<file path="src/rtl/ebn_ram.sv">
`timescale 1ns / 1ps

module ebn_ram #(
    parameter int WIDTH = 8,
    parameter int DEPTH = 16,
    parameter int AW    = (DEPTH > 1) ? $clog2(DEPTH) : 1
) (
    input  logic             clk,
    input  logic             we,
    input  logic [AW-1:0]    waddr,
    input  logic [WIDTH-1:0] wdata,
    input  logic [AW-1:0]    raddr,
    output logic [WIDTH-1:0] rdata
);

    logic [WIDTH-1:0] mem [DEPTH];

    always_ff @(posedge clk)
    begin
        if (we) begin
            mem[waddr] <= wdata;
        end
        rdata <= mem[raddr];
    end

endmodule

</file>
<file path="config.mk">
export PLATFORM = sky130hd
export DESIGN_NAME = ebn_ram
export DESIGN_NICKNAME = d
export VERILOG_FILES = /design/src/rtl/ebn_ram.sv
export SDC_FILE = /design/constraint.sdc
export NUM_CORES = 1
export LEC_CHECK = 0
export BUFFER_PORTS_ARGS = -buffer_cell sky130_fd_sc_hd__buf_2
export CAP_MARGIN = 5
export CORE_MARGIN = 4
export CORE_UTILIZATION = 35
export DETAILED_ROUTE_END_ITERATION = 6
export GPL_TIMING_DRIVEN = 1
export HOLD_SLACK_MARGIN = 0.15
export PLACE_DENSITY = 0.48
export SYNTH_ARGS = -nofsm -noshare
export SYNTH_HDL_FRONTEND = slang
export SYNTH_SLANG_ARGS = --single-unit
</file>
<file path="constraint.sdc">
create_clock -name clk -period 1.91 [get_ports clk]
set_clock_uncertainty 0.1 [all_clocks]
set_input_delay 0.0955 -clock clk [delete_from_list [all_inputs] [get_ports clk]]
set_output_delay 0.0955 -clock clk [all_outputs]
set_load 0.01 [all_outputs]
</file>
## Word-level counts from Yosys, hierarchy flattened

Memory sizes are Yosys's and may differ from the RTL's. A register that Yosys moved wholly into a read port is not among the register bits.
Cells that the tools add are included.

| storage, ports and cells | value |
|---|---|
| register bits after elaboration | 0 |
| memory bits (writable) | 128 |
| bits of input ports | 18 |
| output and inout port bits | 8 |
| logic and storage cells | 3 |
| memories kept | 1 |

| cells by class | value |
|---|---|
| multiplexer cells | 2 |

Memory list:

| memory | depth | bits a word | rd ports | clocked after Yosys merged registers in | write ports | line | RTL |
|---|---|---|---|---|---|---|---|
| mem | 16 | 8 | 1 | 1 | 1 | 16 | `logic [WIDTH-1:0] mem [DEPTH];` |

Operators with widths:

| cell | count |
|---|---|
| $mux W1 | 2 |

## Depth between registers and ports, before layout

| depth | value |
|---|---|
| word-level depth | 2 |
| gate-level depth with buffers | 5 |
| depth with buffers taken out | 3 |

## Worst setup path after synthesis

OpenSTA, ideal clock, no wires.

| timing | value |
|---|---|
| path kind | input port to flip-flop |
| start | input port waddr[2] |
| end | memory mem[0][0], enable pin |
| library setup time | 0.383 ns |
| arrival time | 1.205 ns |
| data required time | 1.427 ns |
| path slack | 0.222 ns |
| cell stages on the path | 2 |
| buffers on the path | 0 |
| cells stage by stage | or3b_2 -> nor3_1 |

RTL lines:

| element | line | RTL |
|---|---|---|
| start: declaration | 10 | `input logic [AW-1:0] waddr,` |
| end: declaration | 16 |  |

No word-level cell before the write port.

==> summary.txt <==
Outcome
  • Outcome: completed

STA
  • Slew Limit Fails: 0
  • Maximum clock rate: 574 MHz
  • Setup Total Neg Slack: 0 ns
  • Min Tclk post-route: roughly 1.7 ns
  • Final period util: 91.2%
  • # setup viols final: 0
  • RSZ-0062 raised after global routing: no
  • Worst slew margin: 71.4%
  • Fin. Hold Viols: 0
  • Least-Margin Pin Slew: 0.429 ns

Yosys
  • Yosys top cell area share: 74.7%
  • Post-synthesis instance area: 5150 um2
  • Synth Warn #: 0
  • Simple-Gate Fraction of Synth Area: approximately 3.2%
  • Yosys reg bits: 136
  • Synth area leaders: edfxtp_1 75%, mux4_2 7.9%, mux4_1 7.1%, dfxtp_1 3.1%, a22oi_1 2.3%
  • Number of distinct library cells after synthesis: 19
  • Post-synth top area cell: edfxtp_1
  • Register area share after synthesis: just under 80%
  • Synthesized Nets: 247
  • Mux contribution to synthesized area: 15.0%
  • XOR/XNOR Fraction of Synth Area: 0%
  • Post-Syn Instances: 229
  • Post-synthesis compound-gate area fraction: approximately 2.3%
  • Mean Syn Cell Area: 22.5 um2
  • Adder-cell share of the synthesized area: 0%
  • Combinational family with the most area after synthesis: multiplexers

Routing
  • DR iter-0 viols: 198
  • Final wirelength: 10,800 um
  • Via density: 4.97
  • Drt drc: 0
  • Detailed Routing Iterations Pass 1: 4
  • Wire length per cell: 22.0 um
  • Final ANT Viol Nets: 0
  • Via total after detailed routing: 2,441

Worst setup path
  • CP max FO: 8
  • Slowest CP cell: dlygate4sd3_1
  • Crit path launch type: primary input
  • Worst path most repeated cell: dlygate4sd3_1
  • Critical path, cell by cell: dlygate4sd3_1, buf_2, nor2_1, dlygate4sd3_1, buf_4, a22oi_1, nand2_1
  • R2R cell count: 3
  • WP buf/inv: 4
  • Worst r2r src: mem[1][5]$_DFFE_PP_
  • Worst path depth: 7
  • CP delay by family, top: buffers and inverters
  • CP Capture Point: rdata[6]$_DFF_P_
  • CP arrival: 1.93 ns
  • Worst reg2reg setup slack: ~0.43 ns
  • Crit. End Element: flip-flop
  • Critical setup path kind: primary input to flip-flop
  • Worst path max stage delay: 0.55 ns
  • Req. time, crit path: 2.10 ns
  • Reg-to-reg endpoint: rdata[5]$_DFF_P_
  • Crit path launch: raddr[3]

Place
  • PortBufs: 25
  • RD Place Congestion: 0.676
  • Placed instance area: 5610 um2
  • Final HPWL DP: 6710 um
  • Placed cells: 449

Pwr
  • Sequential Power Share: 49.1%
  • Sw Share: 20.9%
  • Psw: approximately 1.4 mW
  • Peak supply drop: around 0.74 mV
  • Pint: 5.41 mW
  • Pwr Density: between 1000 and 1500 nW/um2
  • Comb power frac: 5.0%
  • Leak: 2.13 nW
  • Clock Power Share: 45.9%

Clock tree
  • CTS tree: done
  • Clock tree buffer depth: 2
  • CTS buffer count: 17
  • Cts repair resizes: 0
  • Clock sink total: about 140
  • H-tree levels: 4
  • Clock Pin Slew Worst Setup and Hold Paths: 0.06 ns
  • CTS Root Buffer Type: clkbuf_16
  • Clock latency on the worst-skew pair: 0.41 ns

Die
  • Die span in x: 129 um
  • Starting density of the core: 35.6%
  • I/O pins: 26
  • Core Region: 14,500 um2
  • Die area: 16,700 um2
  • Die H: 129 um
  • Row Count: between 40 and 50

Layout
  • Nets: between 300 and 400
  • Final std cells w/o fill: a little under 500
  • Antenna Cells: 0
  • Final design area excluding fillers: ~6300 um2
  • Fillers: 1,236
  • Synthesis-to-layout area growth: 22.2%
  • Layout cell share with drive strength beyond 1: a little under a third

Global route
  • Vias in the first global route: 2,585
  • Global route overflow: 0
  • Gr usage total: 14.1%
  • First-pass GRT wire length: about 16,000 um
  • Initial antenna violation count: 0
  • Largest net degree at the start of global routing: 33

Worst hold path
  • WHS Path Cells: 3
  • HP Class: primary input to flip-flop

Run
  • # Max-Cap Violations: 0
-- per-stage QoR --
step | util (%) | hold slack, ns | setup WS (ns) | power (mW)
after floorplan | - | 0.0944 | 0.222 | 3.59
after global placement | 38.8 | 0.396 | 0.214 | 3.75
after detailed placement | 38.8 | 0.392 | 0.182 | 3.76
after CTS | 43.5 | 0.156 | 0.161 | 6.93
after global routing | 43.5 | 0.169 | 0.114 | 7.10
final | 43.5 | 0.175 | 0.168 | 6.84
-- cells by family (layout without fill, tap and decap cells) --
family,Yosys count,after routing
and+or+nand+nor,35,35
muxes,32,32
DFF,136,136
AOI/OAI and AO/OA,16,16
buffers and inverters,10,88
-- sequential cells by signal, summed over array words and instances (netlist names) --
register	flops
mem	128
rdata	8
-- final cells by class --
type | instances | area (um2) | share of cell area [%]
multi-input cells | 83 | 1060 | 16.8
clock inverters | 15 | 155 | 2.47
clock buffers | 17 | 425 | 6.76
flip-flops and latches | 136 | 4000 | 63.6
well taps | 184 | 230 | 3.66
repair buffers | 56 | 420 | 6.68
-- cells in the mapped netlist --
cell type and instances:
nand3_1 1, buf_6 3, nor3_1 4, dfxtp_1 8, nand2_1 9, mux4_1 14, edfxtp_1 128, nand3b_1 2
buf_4 1, mux4_2 18, nor2_1 13, a22oi_1 16, and2b_1 1, or3b_2 1, and2_1 1, nand2b_1 2
nor2b_1 1, clkdlybuf4s25_2 3, buf_2 3
-- layout by cell type (no fill, tap or decap), drive strengths merged, types with 4 or more instances in the layout --
master	n
nand2	9
a22oi	16
mux4	32
clkinvlp	5
nor3	4
dlygate4sd3	10
dfxtp	8
nor2	13
clkinv	7
buf	46
edfxtp	128
clkbuf	17
-- routing by layer --
metal	routed length [um]	track usage, %	up-vias
met1	4840	19.5	1261
met2	5270	21.7	65
met5	0	0	-
met3	586	4.37	10
li1	-	-	1105
met4	83	4.08	0
-- power groups by stage --
stage | clock network, mW | registers [mW] | logic, mW
2_1_floorplan | 0 | 3.42 | 0.169
3_3_place_gp | 0 | 3.42 | 0.330
3_5_place_dp | 0 | 3.42 | 0.338
4_1_cts | 3.22 | 3.36 | 0.354
5_1_grt | 3.36 | 3.36 | 0.375
6_report | 3.14 | 3.36 | 0.341
-- tightest hold or removal path, delay by kind of cell --
family / cells / cell delay [ns]
buf+inv: 2 / 0.34
simple gates: 1 / 0.07
-- worst min-delay path by stage --
stage / startpoint / to / slack [ns]
2_1_floorplan: wdata[0] / mem[0][0]$_DFFE_PP_ / 0.09
3_3_place_gp: rdata[2]$_DFF_P_ / rdata[2] / 0.40
3_5_place_dp: rdata[2]$_DFF_P_ / rdata[2] / 0.39
4_1_cts: waddr[0] / mem[8][0]$_DFFE_PP_ / 0.16
5_1_grt: waddr[0] / mem[8][1]$_DFFE_PP_ / 0.17
6_report: waddr[0] / mem[0][4]$_DFFE_PP_ / 0.18
-- what timing repair did --
| item | in CTS | in global routing |
|---|---|---|
| setup buffers | 0 | 0 |
| endpoints found under the hold margin | 131 | 0 |
| hold buffers | 10 | 0 |
(Power assumes the default switching activity.)
